===== src/rtl/core/ldlb_pkg.sv =====
`default_nettype none

package ldlb_pkg;

   localparam int LANDMARKS   = 112;
   localparam int NODES       = 4096;
   localparam int LM_W        = 7;
   localparam int NODE_W      = 12;
   localparam int DELAY_W     = 32;
   localparam int CRIT_W      = 17;
   localparam int ADDR_W      = LM_W + NODE_W;
   localparam int TABLE_DEPTH = LANDMARKS * NODES;
   localparam int PROD_W      = DELAY_W + CRIT_W;
   localparam int REQ_DATA_W  = 88;
   localparam int RSP_DATA_W  = 32;

   localparam logic [CRIT_W-1:0] CRIT_ONE = CRIT_W'(65536);

   typedef enum logic {
      CMD_LOAD  = 1'b0,
      CMD_QUERY = 1'b1
   } command_type;

   typedef struct packed {
      command_type               command;
      logic [LM_W-1:0]           landmark_id;
      logic [NODE_W-1:0]         source_node;
      logic [NODE_W-1:0]         goal_node;
      logic [DELAY_W-1:0]        path_delay;
      logic [CRIT_W-1:0]         crit_weight;
      logic                      is_channel;
   } req_item_type;

   typedef struct packed {
      logic load_we;
      logic capture;
      logic rd_en;
      logic mul_en;
      logic out_load;
   } dp_ctrl_type;

   typedef struct packed {
      logic lm_last;
      logic out_free;
   } dp_status_type;

endpackage

`default_nettype wire


===== src/rtl/core/ldlb_ctrl.sv =====
`default_nettype none

module ldlb_ctrl
   import ldlb_pkg::*;
(
   input  wire logic          clock,
   input  wire logic          reset,
   input  wire logic          req_tvalid,
   output      logic          req_tready,
   input  wire req_item_type  item,
   input  wire dp_status_type sts,
   output      dp_ctrl_type   ctrl
);

   typedef enum logic [2:0] {
      ST_IDLE,
      ST_WALK,
      ST_DRAIN,
      ST_MUL,
      ST_PUSH
   } state_type;

   state_type state_ff, state_in;

   always_comb begin
      state_in = state_ff;
      ctrl     = '0;
      unique case (state_ff)
         ST_IDLE: begin
            if (req_tvalid) begin
               if (item.command == CMD_LOAD) begin
                  ctrl.load_we = 1'b1;
               end else begin
                  ctrl.capture = 1'b1;
                  state_in     = item.is_channel ? ST_WALK : ST_PUSH;
               end
            end
         end
         ST_WALK: begin
            ctrl.rd_en = 1'b1;
            if (sts.lm_last) begin
               state_in = ST_DRAIN;
            end
         end
         ST_DRAIN: begin
            state_in = ST_MUL;
         end
         ST_MUL: begin
            ctrl.mul_en = 1'b1;
            state_in    = ST_PUSH;
         end
         ST_PUSH: begin
            if (sts.out_free) begin
               ctrl.out_load = 1'b1;
               state_in      = ST_IDLE;
            end
         end
         default: begin
            state_in = ST_IDLE;
         end
      endcase
   end

   always_ff @(posedge clock) begin
      if (reset) begin
         state_ff <= ST_IDLE;
      end else begin
         state_ff <= state_in;
      end
   end

   assign req_tready = (state_ff == ST_IDLE);

`ifndef SYNTHESIS
   a_load_needs_room: assert property (@(posedge clock) disable iff (reset)
      ctrl.out_load |-> sts.out_free)
      else $error("result loaded into occupied output register");

   a_walk_ends: assert property (@(posedge clock) disable iff (reset)
      ctrl.rd_en && sts.lm_last |=> !ctrl.rd_en && !req_tready)
      else $error("landmark walk ran past the last landmark");

   a_accept_in_idle: assert property (@(posedge clock) disable iff (reset)
      (ctrl.load_we || ctrl.capture) |-> req_tready)
      else $error("transaction taken outside idle");
`endif

endmodule

`default_nettype wire


===== config.mk =====
export PLATFORM = sky130hd
export DESIGN_NAME = ldlb_ctrl
export DESIGN_NICKNAME = d
export VERILOG_FILES = /design/src/rtl/core/ldlb_pkg.sv /design/src/rtl/core/ldlb_ctrl.sv
export SDC_FILE = /design/constraint.sdc
export NUM_CORES = 1
export LEC_CHECK = 0
export ABC_AREA = 1
export BUFFER_PORTS_ARGS = -buffer_cell sky130_fd_sc_hd__buf_2
export CORE_MARGIN = 3
export CORE_UTILIZATION = 13
export DETAILED_ROUTE_END_ITERATION = 6
export GPL_TIMING_DRIVEN = 0
export PLACE_DENSITY_LB_ADDON = 0.15
export SETUP_SLACK_MARGIN = 0.3
export SYNTH_ARGS = -nofsm -noshare
export SYNTH_HDL_FRONTEND = slang
export SYNTH_SLANG_ARGS = --single-unit

===== constraint.sdc =====
create_clock -name clock -period 1 [get_ports clock]
set_input_delay 0 -clock clock [delete_from_list [all_inputs] [get_ports clock]]
set_output_delay 0 -clock clock [all_outputs]
set_load 0.05 [all_outputs]

; After elaboration in Yosys (flattened, before gate mapping)
; Index checks and enable logic that the tools add are counted.
[word_totals]
register_bits = 3
input_bits = 87
wordCells = 25
[classes]
n_eq_ne = 8
muxes = 14
reduce_logical = 2
[op_table]
columns = operator, count
row1 = $mux W3, 5
row2 = $pmux W3 S5, 1
row3 = $eq A3 B2 Y1 const B, 2
row4 = $mux W1, 6
row5 = $ne A2 B2 Y1 const B, 3
row6 = $mux W2, 2
row7 = $reduce_and A4 Y1, 1
row8 = $eq A3 B1 Y1 const B, 1
row9 = $eq A3 B3 Y1 const B, 1
row10 = $logic_not A3 Y1, 1
row11 = $ne A2 B1 Y1 const B, 1

; Longest topological paths before layout
; Gate-level depths: netlist (run 1).
[logic_depth]
ltp_word = 4
mapped_depth = 7
mapped_depth_nobuf = 7

; Worst setup path before layout (run 1)
; OpenSTA, ideal clock, no wires.
[synth_path]
kind = flip-flop to output port
start = reg state_ff[2]
end = out ctrl[0] in the netlist's numbering
arrival_ns = 1.930
required_time_ns = 1.000
slack_ns = -0.930
stages_incl_launch_ff = 3
n_path_buf = 0
path_cell_list = dfxtp_1 > inv_1 > nor4_1
[synth_rtl]
columns = element, line
row1 = "start, declared", ldlb_ctrl.sv:23  ; state_type state_ff, state_in;
row2 = "start signal, assigned", ldlb_ctrl.sv:68  ; state_ff <= state_in;
row3 = "end, declared", ldlb_ctrl.sv:12  ; output dp_ctrl_type ctrl

==> qor.yml, run 1 <==
timing:
  worst_slew_pin_slew_ps: 207
  fin_setup_tns_ps: -685
  hold_viol_final: 0
  slew_headroom_pct: 86.1
  clock.fmax_mhz: 875
  skew_ps: 1.39
  layout_min_cycle_time_ps: 1140
  finalWorstSetupSlack_ps: -143
  finalSetupViolCount: 8
  grt_setup_unrepaired: "true"
  drv_slew: 0
  post-route-period-util_pct: 114
routing:
  routedWlPerCell_um: 8.45
  final_antenna_net_count: 0
  drtIter0Drc: 2
  drc: 0
  vias: 316
  vias_per_cell: 3.72
  drt-pass1-iter-count: 4
  totalWireLength_um: 718
logic_synthesis:
  async_flop_share_pct: 0
  netlist_area_um2: 230
  ys_types: 12
  ys_seq_area_share_pct: 26.1
  synth-edff-count: 0
  synth-seq-cells: 3
  synth_top_area_share_pct: 26.1
  ys_warn_count: 0
  synthTopCellsByArea: "dfxtp_1, nand2_1, nor2_1"
  dominantRegCellSynth: "dfxtp_1"
  synth_cells: 38
  synth_fp_nets: 125
  synth_area_leader_cell: "dfxtp_1"
  synthTopCellsByCount: "nand2_1, nor2_1, inv_1"
  synth_area_per_cell_um2: 6.06
final_layout:
  top_regs: "state_ff x3"
  drive_gt1_share_pct: 72.1
  n_antenna_cell: 0
  largest_reg_flops: 3
  design_area_um2: 558
  top_register: "state_ff"
  nets: 149
  syn2layout_area_growth_pct: 142
power_and_ir_drop:
  finalPower_mw: 2.00
  peakVddDrop_uv: 981
  power.density_nw_per_um2: 3590
  total_leakage_power_nw: 0.251
critical_path:
  setup.worst_path.start_class: "register"
  cp.arrival_ps: 1140
  worst_setup_path_end_kind: "primary output"
  cp_max_fo: 4
  path_class: "reg -> out"
  required_ps: 1000
clock_tree:
  clk_latency_ps: 230
  clock_sinks: 3
  cts_tree: "built"
  cts_made_buffers: 3
  root_buffer: "clkbuf_4"
  path_clk_slew_ps: 40
  clockBufferDepth: 2
  htree_levels: 1
placed_design:
  place_hpwl_um: 548
  port_buffers: 12
  gp_congestion: 0.707
  placed_area_um2: 389
run_status:
  run_status: "finished with violations"
  failed_checks: "setup timing"
min_path:
  hold_class: "in -> reg"
global_routing:
  track_usage_pct: 7.08
  grt_max_degree: 6
  grt_pass1_vias: 292
  grt_pass1_wl_um: 1140
  gr-total-overflow: 0
  antenna_found_initial: 0
die:
  start_util_pct: 14.4
  io_pins: 93
  dieWidth_um: 48.1
  dieHeight_um: 48.1
  dieArea_um2: 2310
  core_um2: 1590
  rows: 14
job:
  cap_violations: 0
[metrics by stage]
step	instances	hold WS, ps	util, %	worst slack (ps)
after detailed placement	74	192	24.4	-51.5
final	85	43.2	35.0	-143
after CTS	84	32.4	33.1	-161
after global placement	74	189	24.4	-67.4
after floorplan	38	53.4	-	-13.6
after global routing	85	53.4	35.0	-200
[layer usage]
metal | vias up | part of all wire [%] | track usage, %
met5 | - | 0 | 0
met4 | 0 | 0 | 3.23
met3 | 0 | 5.3 | 2.26
met2 | 10 | 51 | 11.3
met1 | 141 | 43 | 8.55
li1 | 165 | - | -
[report_power, final]
part,internal (mW),switching [mW],leakage [nW]
registers,0.193,0.109,0.0267
clock network,0.149,0.0576,0.0150
logic,0.639,0.855,0.209
[worst max-delay path: stages (launching register included)]
cell and delay, ps:
dfxtp_4 360, nor2_4 130, nand2_4 90, inv_8 60
nand2_4 40, nor2_4 70, buf_6 160
[kinds of logic (layout without fill, tap and decap cells)]
| logic type | count (synthesis) | after routing | synth area share, % |
|---|---|---|---|
| compound gates | 1 | 1 | 2.72 |
| buf+inv | 7 | 30 | 11.4 |
| flops | 3 | 3 | 26.1 |
| simple gates | 27 | 27 | 59.8 |
[layout by cell type, fill, tap and decap left out, types with 2 or more instances in the layout]
master | Yosys | routed
nand2_4 | 0 | 2
dfxtp_4 | 0 | 3
nor2_1 | 8 | 4
clkbuf_4 | 0 | 3
nor2_4 | 0 | 4
buf_2 | 0 | 6
buf_6 | 0 | 5
buf_8 | 0 | 2
nand2_2 | 2 | 3
nand3_1 | 4 | 2
nand3_2 | 2 | 3
buf_4 | 0 | 5
nand2_1 | 8 | 5
inv_1 | 5 | 3
[final timing paths]
path	start	endpoint	slack [ps]	cells past startpoint
max reg2reg	state_ff[1]	state_ff[2]	-40	6
min	reset	state_ff[0]	40	4
min reg2reg	state_ff[2]	state_ff[1]	670	3
max	state_ff[1]	ctrl[4]	-140	6
[cell type report]
cell class                      instances  area, um2
Tap cell                               24       30.0
Fill cell                             172       1040
Sequential cell                         3       71.3
Timing Repair Buffer                   19        164
Multi-Input combinational cell         28        224
Clock buffer                            4       26.3
Inverter                                7       42.5
[timing repair]
action / CTS / global route
endpoints found under the setup margin: 9 / 9
cloned: 0 / 0
hold buffers: 1 / 0
endpoints found under the hold margin: 1 / 0
pin swaps: 7 / 2
resized for setup: 21 / 5
setup buffers: 5 / 1
(Power assumes the default switching activity.)
==> inputs of run 2 (changes only) <==
--- a/config.mk
+++ b/config.mk
@@ -11,7 +11,7 @@
 export CORE_UTILIZATION = 13
 export DETAILED_ROUTE_END_ITERATION = 6
 export GPL_TIMING_DRIVEN = 0
-export PLACE_DENSITY_LB_ADDON = 0.15
+export PLACE_DENSITY = 0.82
 export SETUP_SLACK_MARGIN = 0.3
 export SYNTH_ARGS = -nofsm -noshare
 export SYNTH_HDL_FRONTEND = slang
==> qor.yml, run 2 (synthesized netlist as in run 1, its figures left out) <==
routing:
  vias: 315  # -0.32%
  drtIter0Drc: 3  # +1
  drc: 0  # unchanged
  drt-pass1-iter-count: 4  # unchanged
  routedWlPerCell_um: 9.65  # +14%
  totalWireLength_um: 811  # +13%
  vias_per_cell: 3.75  # +0.87%
  final_antenna_net_count: 0  # unchanged
clock_tree:
  clk_latency_ps: 230  # about the same
  root_buffer: "clkbuf_4"
  cts_tree: "built"
  htree_levels: 1  # unchanged
  clock_sinks: 3  # unchanged
  path_clk_slew_ps: 40  # about the same
  clockBufferDepth: 2  # unchanged
  cts_made_buffers: 3  # unchanged
critical_path:
  cp_max_fo: 5  # +1
  reg2reg_from: "state_ff[1]"
  reg2reg_slack_ps: -90  # -50 ps
  cp.arrival_ps: 1140  # about the same
  worstRegToRegCells: 8  # +2
  worst_setup_path_end_kind: "primary output"
  worstReg2RegEnd: "state_ff[0]"
  required_ps: 1000  # about the same
  setup.worst_path.start_class: "register"
  path_class: "reg -> out"
power_and_ir_drop:
  finalPower_mw: 2.31  # +15%
  total_leakage_power_nw: 0.253  # +0.93%
  p_sw_mw: 1.15  # +12%
  switching_share_pct: 49.6  # -1.3 points
  combPwrFrac_pct: 78.3  # +3.7 points
  seqPwrFrac_pct: 12.6  # -2.5 points
  power.density_nw_per_um2: 3880  # +7.9%
  peakVddDrop_uv: 883  # -10%
  p_int_mw: 1.16  # +18%
  power_frac_clock_pct: 9.1  # -1.2 points
global_routing:
  grt_max_degree: 6  # unchanged
  grt_pass1_vias: 277  # -5.1%
  antenna_found_initial: 0  # unchanged
  grt_pass1_wl_um: 1010  # -12%
  track_usage_pct: 6.85  # -0.24 points
  gr-total-overflow: 0  # unchanged
die:
  start_util_pct: 14.4  # unchanged
  dieArea_um2: 2310  # unchanged
  core_um2: 1590  # unchanged
  dieWidth_um: 48.1  # unchanged
  io_pins: 93  # unchanged
  dieHeight_um: 48.1  # unchanged
  rows: 14  # unchanged
timing:
  slew_headroom_pct: 86.5  # +0.38 points
  skew_ps: 1.30  # -0.0862 ps
  post-route-period-util_pct: 114  # -0.71 points
  grt_setup_unrepaired: "true"
  finalWorstSetupSlack_ps: -136  # +7.11 ps
  drv_slew: 0  # unchanged
  clock.fmax_mhz: 880  # +0.63%
  hold-worst-slack_ps: -57.2  # -100 ps
  layout_min_cycle_time_ps: 1140  # -7.11 ps
  fin_setup_tns_ps: -792  # -107 ps
  finalSetupViolCount: 9  # +1
  worst_slew_pin_slew_ps: 201  # -5.65 ps
  hold_viol_final: 1  # +1
placed_design:
  port_buffers: 12  # unchanged
  place_hpwl_um: 575  # +5.1%
  gp_congestion: 0.635  # -10%
  dp_cells: 74  # unchanged
min_path:
  hp-start: "reset"
  hold_class: "in -> reg"
  hold_end: "state_ff[1]"
  holdPathStages: 2  # -2
run_status:
  run_status: "finished with violations"
  failed_checks: "hold timing, setup timing"
final_layout:
  n_antenna_cell: 0  # unchanged
  top_regs: "state_ff x3"
  nets: 148  # -0.67%
  drive_gt1_share_pct: 80.0  # +7.9 points
  stdcell_count: 84  # -1.2%
  final_util_pct: 37.4  # +2.4 points
  fill_cells: 161  # -6.4%
  largest_reg_flops: 3  # unchanged
  syn2layout_area_growth_pct: 159
  top_register: "state_ff"
  final_common_cell: "buf_2"
job:
  cap_violations: 0  # unchanged
## run 2: changes by cell type in the layout (fill, tap and decap cells not counted), moves of 2 or more
cell     change
nand3_4      +2
nand3_2      -2
nor2_2       +2
nor2_1       -2
## run 2: metal layers
metal	part of all wire [%]	up-vias	GRT usage [%]
met5	0	-	0
met2	57	8	9.23
met1	35	143	7.42
met4	0	0	8.06
li1	-	164	-
met3	7.9	0	2.63
## run 2: how the worst max path moves through the flow
stage | endpoint | slack, ps | start | cells past startpoint
final | ctrl[4] | -140 | state_ff[1] | 6
after global routing | ctrl[4] | -180 | state_ff[1] | 6
after CTS | ctrl[4] | -160 | state_ff[1] | 6
after detailed placement | ctrl[4] | -30 | state_ff[0] | 6
after global placement | ctrl[4] | -10 | state_ff[0] | 6
after floorplan | ctrl[0] | -10 | state_ff[1] | 1
## run 2: power groups by stage
stage / registers (mW) / logic [mW] / clock network, mW
after floorplan: 0.255 / 0.914 / 0
after global placement: 0.264 / 1.05 / 0
after detailed placement: 0.270 / 1.07 / 0
after CTS: 0.280 / 1.42 / 0.223
after global routing: 0.295 / 1.91 / 0.221
final: 0.291 / 1.81 / 0.211
## run 2: cell type report
type	instances	area [um2]	share of cell area, %
Sequential cell	3	71.3	12.0
Multi-Input combinational cell	28	253	42.4
Timing Repair Buffer	18	170	28.6
Inverter	7	45.0	7.56
Clock buffer	4	26.3	4.41
Tap cell	24	30.0	5.04
## run 2: critical path, cell delays in order (launching register included)
cell	delay, ps
dfxtp_4	370
nor2_4	110
nand2_4	90
inv_8	60
nand2_4	40
nor2_4	80
buf_8	150
## run 2: stage by stage
step           worst slack, ps  hold slack [ps]  instance area, um2
5_1_grt                   -179            -51.3                 596
2_1_floorplan            -13.6             53.4                 299
4_1_cts                   -164            -64.6                 504
3_3_place_gp             -10.4              181                 389
3_5_place_dp             -31.1              187                 389
6_report                  -136            -57.2                 596
## run 2: what timing repair did
| item | 4_1_cts | 5_1_grt |
|---|---|---|
| setup buffers | 4 | 2 |
| cloned | 0 | 0 |
| endpoints found under the setup margin | 9 | 9 |
| resized for setup | 18 | 16 |
| hold endpoints to repair | 1 | 1 |
| pin swaps | 3 | 7 |
